**src/design/modexp_pkg.sv**
```systemverilog
`timescale 1ns / 1ps
`default_nettype none
// ----------------------------------------------------------------------------
// modexp_pkg: shared types and constants for the modular exponentiation block
// Operand widths, payload structs, register indexes and the interface between
// the sequencer and the shared modular multiplier.
// ----------------------------------------------------------------------------
package modexp_pkg;

  // operand width of base, modulus, exponent and residue
  localparam int unsigned OpW     = 31;
  // step counter width of one modular multiply (one multiplier bit per step)
  localparam int unsigned CntW    = $clog2(OpW);
  // configuration register index width
  localparam int unsigned CfgIdxW = 2;
  // width of the low part kept in byte mode
  localparam int unsigned ByteW   = 8;

  // configuration register indexes
  typedef enum logic [CfgIdxW-1:0] {
    CfgModulus    = 2'd0,
    CfgExponent   = 2'd1,
    CfgByteResult = 2'd2
  } modexp_cfg_e;

  // input beat
  typedef struct packed {
    logic [OpW-1:0] base_value;
    logic           is_last;
  } modexp_in_t;

  // output beat
  typedef struct packed {
    logic [OpW-1:0] residue;
    logic           last_out;
  } modexp_out_t;

  // request to the shared modular multiplier
  typedef struct packed {
    logic           start;
    logic [OpW-1:0] op_a;
    logic [OpW-1:0] op_b;
  } modexp_mul_req_t;

  // response from the shared modular multiplier
  typedef struct packed {
    logic           done;
    logic [OpW-1:0] prod;
  } modexp_mul_rsp_t;

endpackage
`default_nettype wire

```
**src/design/modexp_mulmod.sv**
```systemverilog
`timescale 1ns / 1ps
`default_nettype none
// ----------------------------------------------------------------------------
// modexp_mulmod: bit-serial modular multiplier
// Interleaved shift-add-reduce: op_a * op_b mod modulus, one bit of op_b per
// cycle, most significant first. op_a must be below the modulus; op_b is any
// 31-bit value. The result appears with a one-cycle done pulse.
// ----------------------------------------------------------------------------
module modexp_mulmod (
  input  logic                         clk_i,
  input  logic                         rst_ni,
  input  modexp_pkg::modexp_mul_req_t  req_i,
  input  logic [modexp_pkg::OpW-1:0]   modulus_i,
  output modexp_pkg::modexp_mul_rsp_t  rsp_o
);
  import modexp_pkg::*;

  logic            busy_q;
  logic            done_q;
  logic [CntW-1:0] cnt_q;
  logic [OpW-1:0]  r_q;
  logic [OpW-1:0]  a_q;
  logic [OpW-1:0]  b_q;

  logic [OpW+1:0]  sum;
  logic [OpW+2:0]  diff1;
  logic [OpW+2:0]  diff2;
  logic [OpW-1:0]  r_next;

  // one step: r = 2r + bit*a, then bring back below the modulus (r < 3m here)
  always_comb begin
    sum   = {1'b0, r_q, 1'b0} + {2'b00, (b_q[OpW-1] ? a_q : '0)};
    diff1 = {1'b0, sum} - {3'b000, modulus_i};
    diff2 = {1'b0, sum} - {2'b00, modulus_i, 1'b0};
    if (!diff2[OpW+2]) begin
      r_next = diff2[OpW-1:0];
    end else if (!diff1[OpW+2]) begin
      r_next = diff1[OpW-1:0];
    end else begin
      r_next = sum[OpW-1:0];
    end
  end

  // step counter and done pulse
  always_ff @(posedge clk_i or negedge rst_ni) begin
    if (!rst_ni) begin
      busy_q <= 1'b0;
      done_q <= 1'b0;
      cnt_q  <= '0;
    end else begin
      done_q <= 1'b0;
      if (req_i.start) begin
        busy_q <= 1'b1;
        cnt_q  <= CntW'(OpW - 1);
      end else if (busy_q) begin
        cnt_q <= cnt_q - 1'b1;
        if (cnt_q == '0) begin
          busy_q <= 1'b0;
          done_q <= 1'b1;
        end
      end
    end
  end

  // datapath registers
  always_ff @(posedge clk_i) begin
    if (req_i.start) begin
      r_q <= '0;
      a_q <= req_i.op_a;
      b_q <= req_i.op_b;
    end else if (busy_q) begin
      r_q <= r_next;
      b_q <= {b_q[OpW-2:0], 1'b0};
    end
  end

  assign rsp_o.done = done_q;
  assign rsp_o.prod = r_q;

endmodule
`default_nettype wire

```
**src/design/modular_exponentiation.sv**
```systemverilog
`timescale 1ns / 1ps
`default_nettype none
// ----------------------------------------------------------------------------
// modular_exponentiation: base^exponent mod modulus for small-key RSA
// Right-to-left square-and-multiply around one shared bit-serial modular
// multiplier, with a registered output beat.
// ----------------------------------------------------------------------------
// Each input beat gives one output beat: base_value raised to the exponent
// register modulo the modulus register (exponent 0 gives 1, exponent 1 gives
// the base unreduced, else a modulus below two gives 0), low 8 bits only
// when byte_result is set. One item is worked on at a time; in_ready_o is
// high only while the block is idle. Every modular multiplication goes
// through the one shift-add-reduce unit (launch, 31 bit steps, hand-back).
// An item needs (L + P) of them, where L is the bit length of the exponent
// and P its number of set bits (the first one reduces the base). The next
// item is accepted while a finished result still waits on the output.
// Configuration writes are always accepted and must only be made while idle.
// ----------------------------------------------------------------------------
module modular_exponentiation (
  input  logic                               clk_i,
  input  logic                               rst_ni,
  input  logic                               in_valid_i,
  output logic                               in_ready_o,
  input  modexp_pkg::modexp_in_t             in_data_i,
  output logic                               out_valid_o,
  input  logic                               out_ready_i,
  output modexp_pkg::modexp_out_t            out_data_o,
  input  logic                               cfg_valid_i,
  output logic                               cfg_ready_o,
  input  logic [modexp_pkg::CfgIdxW-1:0]     cfg_index_i,
  input  logic [modexp_pkg::OpW-1:0]         cfg_data_i
);
  import modexp_pkg::*;

  typedef enum logic [4:0] {
    StIdle   = 5'b00001,
    StReduce = 5'b00010,
    StStep   = 5'b00100,
    StMul    = 5'b01000,
    StDone   = 5'b10000
  } modexp_state_e;

  modexp_state_e   state_q, state_d;

  logic [OpW-1:0]  modulus_q;
  logic [OpW-1:0]  exponent_q;
  logic            byte_mode_q;

  logic [OpW-1:0]  e_q;
  logic [OpW-1:0]  acc_q;
  logic [OpW-1:0]  sq_q;
  logic [OpW-1:0]  res_q;
  logic            last_q;
  logic            acc_done_q;
  logic            mul_is_acc_q;
  logic            out_valid_q;
  modexp_out_t     out_data_q;

  modexp_mul_req_t mul_req;
  modexp_mul_rsp_t mul_rsp;

  logic            in_accept;
  logic            pow_path;
  logic            use_acc;
  logic            out_free;
  logic [OpW-1:0]  res_masked;

  assign in_ready_o  = (state_q == StIdle);
  assign in_accept   = in_valid_i && in_ready_o;
  assign cfg_ready_o = 1'b1;
  assign out_free    = !out_valid_q || out_ready_i;
  // full exponentiation only for exponent >= 2 and modulus >= 2
  assign pow_path    = (exponent_q[OpW-1:1] != '0) && (modulus_q[OpW-1:1] != '0);
  // multiply into the accumulator before squaring when the exponent bit is set
  assign use_acc     = e_q[0] && !acc_done_q;
  assign res_masked  = byte_mode_q ? {{(OpW-ByteW){1'b0}}, res_q[ByteW-1:0]} : res_q;

  // configuration registers
  always_ff @(posedge clk_i or negedge rst_ni) begin
    if (!rst_ni) begin
      modulus_q   <= OpW'(2);
      exponent_q  <= OpW'(1);
      byte_mode_q <= 1'b0;
    end else if (cfg_valid_i) begin
      unique case (cfg_index_i)
        CfgModulus:    modulus_q   <= cfg_data_i;
        CfgExponent:   exponent_q  <= cfg_data_i;
        CfgByteResult: byte_mode_q <= cfg_data_i[0];
        default: ;
      endcase
    end
  end

  // request to the shared multiplier
  always_comb begin
    mul_req.start = 1'b0;
    mul_req.op_a  = sq_q;
    mul_req.op_b  = sq_q;
    unique case (state_q)
      StIdle: begin
        // reduce the base: 1 * base mod modulus
        mul_req.start = in_accept && pow_path;
        mul_req.op_a  = OpW'(1);
        mul_req.op_b  = in_data_i.base_value;
      end
      StStep: begin
        mul_req.start = (e_q != '0);
        mul_req.op_a  = use_acc ? acc_q : sq_q;
      end
      default: ;
    endcase
  end

  modexp_mulmod u_mulmod (
    .clk_i     (clk_i),
    .rst_ni    (rst_ni),
    .req_i     (mul_req),
    .modulus_i (modulus_q),
    .rsp_o     (mul_rsp)
  );

  // sequencer next state
  always_comb begin
    state_d = state_q;
    unique case (state_q)
      StIdle: begin
        if (in_accept) begin
          state_d = pow_path ? StReduce : StDone;
        end
      end
      StReduce: begin
        if (mul_rsp.done) begin
          state_d = StStep;
        end
      end
      StStep: begin
        state_d = (e_q == '0) ? StDone : StMul;
      end
      StMul: begin
        if (mul_rsp.done) begin
          state_d = StStep;
        end
      end
      StDone: begin
        if (out_free) begin
          state_d = StIdle;
        end
      end
      default: state_d = StIdle;
    endcase
  end

  // control registers
  always_ff @(posedge clk_i or negedge rst_ni) begin
    if (!rst_ni) begin
      state_q      <= StIdle;
      e_q          <= '0;
      acc_done_q   <= 1'b0;
      mul_is_acc_q <= 1'b0;
      out_valid_q  <= 1'b0;
    end else begin
      state_q <= state_d;
      if (in_accept) begin
        e_q        <= exponent_q;
        acc_done_q <= 1'b0;
      end
      if ((state_q == StStep) && mul_req.start) begin
        mul_is_acc_q <= use_acc;
      end
      if ((state_q == StMul) && mul_rsp.done) begin
        if (mul_is_acc_q) begin
          acc_done_q <= 1'b1;
          // last set bit done: the final square is not needed
          if (e_q[OpW-1:1] == '0) begin
            e_q <= '0;
          end
        end else begin
          acc_done_q <= 1'b0;
          e_q        <= {1'b0, e_q[OpW-1:1]};
        end
      end
      // output beat register
      if ((state_q == StDone) && out_free) begin
        out_valid_q <= 1'b1;
      end else if (out_ready_i) begin
        out_valid_q <= 1'b0;
      end
    end
  end

  // datapath registers
  always_ff @(posedge clk_i) begin
    if (in_accept) begin
      last_q <= in_data_i.is_last;
      acc_q  <= OpW'(1);
      if (exponent_q == '0) begin
        res_q <= OpW'(1);
      end else if (exponent_q == OpW'(1)) begin
        res_q <= in_data_i.base_value;
      end else begin
        res_q <= '0;
      end
    end
    if ((state_q == StReduce) && mul_rsp.done) begin
      sq_q <= mul_rsp.prod;
    end
    if ((state_q == StMul) && mul_rsp.done) begin
      if (mul_is_acc_q) begin
        acc_q <= mul_rsp.prod;
      end else begin
        sq_q <= mul_rsp.prod;
      end
    end
    if ((state_q == StStep) && (e_q == '0)) begin
      res_q <= acc_q;
    end
    if ((state_q == StDone) && out_free) begin
      out_data_q.residue  <= res_masked;
      out_data_q.last_out <= last_q;
    end
  end

  assign out_valid_o = out_valid_q;
  assign out_data_o  = out_data_q;

endmodule
`default_nettype wire

```
**config.mk**
```make
export PLATFORM = sky130hd
export DESIGN_NAME = modular_exponentiation
export DESIGN_NICKNAME = d
export VERILOG_FILES = /design/src/design/modexp_pkg.sv /design/src/design/modexp_mulmod.sv /design/src/design/modular_exponentiation.sv
export SDC_FILE = /design/constraint.sdc
export NUM_CORES = 1
export LEC_CHECK = 0
export BUFFER_PORTS_ARGS = -buffer_cell sky130_fd_sc_hd__buf_2
export CORE_UTILIZATION = 52
export DETAILED_ROUTE_END_ITERATION = 10
export GPL_TIMING_DRIVEN = 0
export PLACE_DENSITY = 0.7
export RECOVER_POWER = 25
export SLEW_MARGIN = 0
export SYNTH_ARGS = -nofsm -noshare
export SYNTH_HDL_FRONTEND = slang
export SYNTH_SLANG_ARGS = --single-unit
```
**constraint.sdc**
```tcl
create_clock -name clk_i -period 6.1 [get_ports clk_i]
set_input_delay 0.305 -clock clk_i [delete_from_list [all_inputs] [get_ports clk_i]]
set_output_delay 0.305 -clock clk_i [all_outputs]
set_load 0.05 [all_outputs]
```
==> metrics.txt <==
worst min path class=in -> reg; CTS tree=yes; Final Hold Viols=0; Iter 0 DRT Violations=around 1.3k; Area Growth Syn to Fin=13.9%; Synth top area share=0.197; unrepaired setup endpoints after global routing=yes; I/O Pins=around 110; FF+latch count, synth=328; asr flop ratio synth=0.332; share of cells above drive strength 1=0.130; global route total overflow=0; ys flop type=edfxtp_1; Post-Route WL=between 50 and 60 mm; CTS Buf Count=37; setup TNS=0 ps; fmax=0.171 GHz; dpl cells=2686; cell family contributing the most delay on the critical path=compound AO/OA/AOI/OAI gates; Placed Area=20400 sq um; Setup-failing EPs final=0; clock buffer depth=3; Core Region=36500 sq um; clk_skew=about 31 ps; Storage cell area=8380 sq um; Final Non-Filler Cells=around 2.8k; Crit path buffers/inverters=2; average cell area after synthesis=between 9 and 10 sq um; iteration count of the initial detailed-routing pass=8; top post-synthesis cells by area=edfxtp_1 (20%), dfrtp_1 (14%), dfxtp_1 (9.7%); Die Ht=194 microns; # diodes=0; result of the run=finished, violations left; DRC viols=1; vias per inst=6.01; Syn Inst Count=2114; CP Capture Type=flop; max incr delay on CP=620 ps; critical path launch point type=flop; final std cell area, no fill=21900 sq um; yosys warns=0; largest net degree at the start of global routing=71; Clock Latency Late Sink=570 ps; CP cell instances=buf_4 -> and2_1 -> ha_1 -> inv_1 -> fa_1 -> nor2b_1 -> o31a_1 -> o21a_2 -> o21ai_1 -> o221a_2 -> o311a_1 -> or4_1 -> ha_2 -> a21o_1 -> a21o_1 -> a21oi_1 -> and3_1 -> a21oi_1 -> or4_1 -> mux2_2 -> a21oi_2; via count=16.7k; Net Count, Synth=around 2.3k; CTS sink count=328; post-synthesis sequential area ratio=0.436; Slew HR=-1.09; failing checks=DRC, capacitance limit, slew limit; number of global-route vias before repair=16.1k; Post-Synthesis Cell Area=19200 sq um; Worst Tran Pin Value=3130 ps; hpwl dp=~44 mm; Post-synth EDFFs=126; clock transition at the registers of the reported paths=60 ps; crit-path max FO=10; area of the multi-input gates=10200 sq um; Root Driver=clkbuf_16; crit path DAT=6320 ps; most frequent cells in the layout=nand2_1 (374), o21ai_0 (264), edfxtp_1 (126); count of different cell masters after synthesis=86; worst setup path category=reg -> reg; drt wl/cell=between 20 and 25 microns; fillers=3145; period utilization=0.958; Final Wtd Congestion=0.957; gr usage total=0.301; die width=194 microns; CTS H-Tree Depth=2; Die Area=37800 sq um; nets=~2.5k; initial core utilization=0.526; first-pass GRT wire length=around 88 mm; area leader, netlist=edfxtp_1; Max-cap violations=2; slowest stage cell, crit path=or4_1; Final ANT Viol Nets=0; Tmin final=5840 ps; Port-buffer cells=103; Site Rows=70; final number of max-transition violations=about 110; initial antenna violation count=0; worst path required time=around 6600 ps; commonest non-fill, non-tap cell in the layout=nand2_1
==> flip-flops by register name (all words and copies together) (netlist names), 5 cells and up <==
| signal | cells |
|---|---|
| modulus_q | 31 |
| state_q | 5 |
| exponent_q | 31 |
| u_mulmod.cnt_q | 5 |
| out_data_o | 32 |
| res_q | 31 |
| u_mulmod.b_q | 31 |
| sq_q | 31 |
| e_q | 31 |
| u_mulmod.r_q | 31 |
| acc_q | 31 |
| u_mulmod.a_q | 31 |
==> layer usage <==
layer,wire length (microns),GRT usage
met1,24500,0.390
met2,26800,0.508
met3,3200,0.0364
met4,2280,0.131
met5,0,0
==> final cells by class <==
type,count,area share
buffer,109,0.0210
multi-input combinational,1604,0.467
timing repair buffer,130,0.0354
clock buffer,57,0.0494
sequential,328,0.383
tap,468,0.0267
clock inverter,10,0.00514
inverter,73,0.0126
==> worst register-to-register path: cells and delay by family, from the launching register on <==
kind | cells | cell delay (ps)
adders and majority gates | 3 | 910
AOI/OAI and AO/OA | 10 | 2110
muxes | 1 | 290
and+or+nand+nor | 5 | 1710
buffers and inverters | 2 | 280
DFF | 1 | 440
==> cells in the mapped netlist, drive strengths merged, types with 17 or more instances <==
cell	instances
a211oi	29
a21boi	36
a21o	29
a21oi	100
a31oi	24
and2	34
buf	21
clkbuf	88
dfrtp	106
dfxtp	93
edfxtp	126
ha	94
inv	72
mux2	67
mux2i	41
nand2	375
nand3	30
nand4	22
nor2	84
nor2b	39
nor3	36
nor4	30
o211ai	17
o21ai	275
xnor2	43
xor2	23
==> path summary, 6_finish.rpt <==
check | from | endpoint | slack, ps | cells after the start
setup / recovery | u_mulmod.b_q[30]$_DFFE_PP_ | u_mulmod.r_q[8]$_SDFFE_PP0P_ | 260 | 21
hold / removal | cfg_data_i[19] | modulus_q[19]$_DFFE_PN0P_ | 9 | 3
setup reg to reg | u_mulmod.b_q[30]$_DFFE_PP_ | u_mulmod.r_q[8]$_SDFFE_PP0P_ | 260 | 21
hold reg to reg | res_q[3]$_DFFE_PP_ | out_data_o[4]$_DFFE_PP_ | 420 | 0
max in group asynchronous | rst_ni | e_q[29]$_DFF_PN0_ | 1250 | 3
min in group asynchronous | rst_ni | modulus_q[14]$_DFFE_PN0P_ | 880 | 2
==> what timing repair did <==
item                                    in CTS  in global routing
buffers inserted                             2                  2
gates cloned                                 0                  0
hold buffers                                22                  0
endpoints found under the hold margin       63                  0
resized for setup                           15                 19
endpoints found under the setup margin      62                 31
pin swaps                                    1                  3
==> stage by stage <==
stage	utilization	hold WS (ps)	worst slack, ps
after floorplan	-	9.41	917
after global placement	0.557	402	-543
after detailed placement	0.558	308	-561
after CTS	0.599	0.0910	5.98
after global routing	0.599	16.5	-0.977
final	0.599	9.45	259
==> kinds of logic after synthesis <==
kind of cell | after synthesis | synth area share
AOI/OAI and AO/OA | 608 | 0.196
buffers and inverters | 182 | 0.0373
xor gates and xnor gates | 66 | 0.0301
DFF | 328 | 0.436
muxes | 108 | 0.0606
and+or+nand+nor | 724 | 0.176
adders and majority gates | 97 | 0.0643
other | 1 | 0.000195
Power is left out: the tool's default activity adds up to more than one toggle a clock period on the data nets, which glitch-free logic cannot reach.
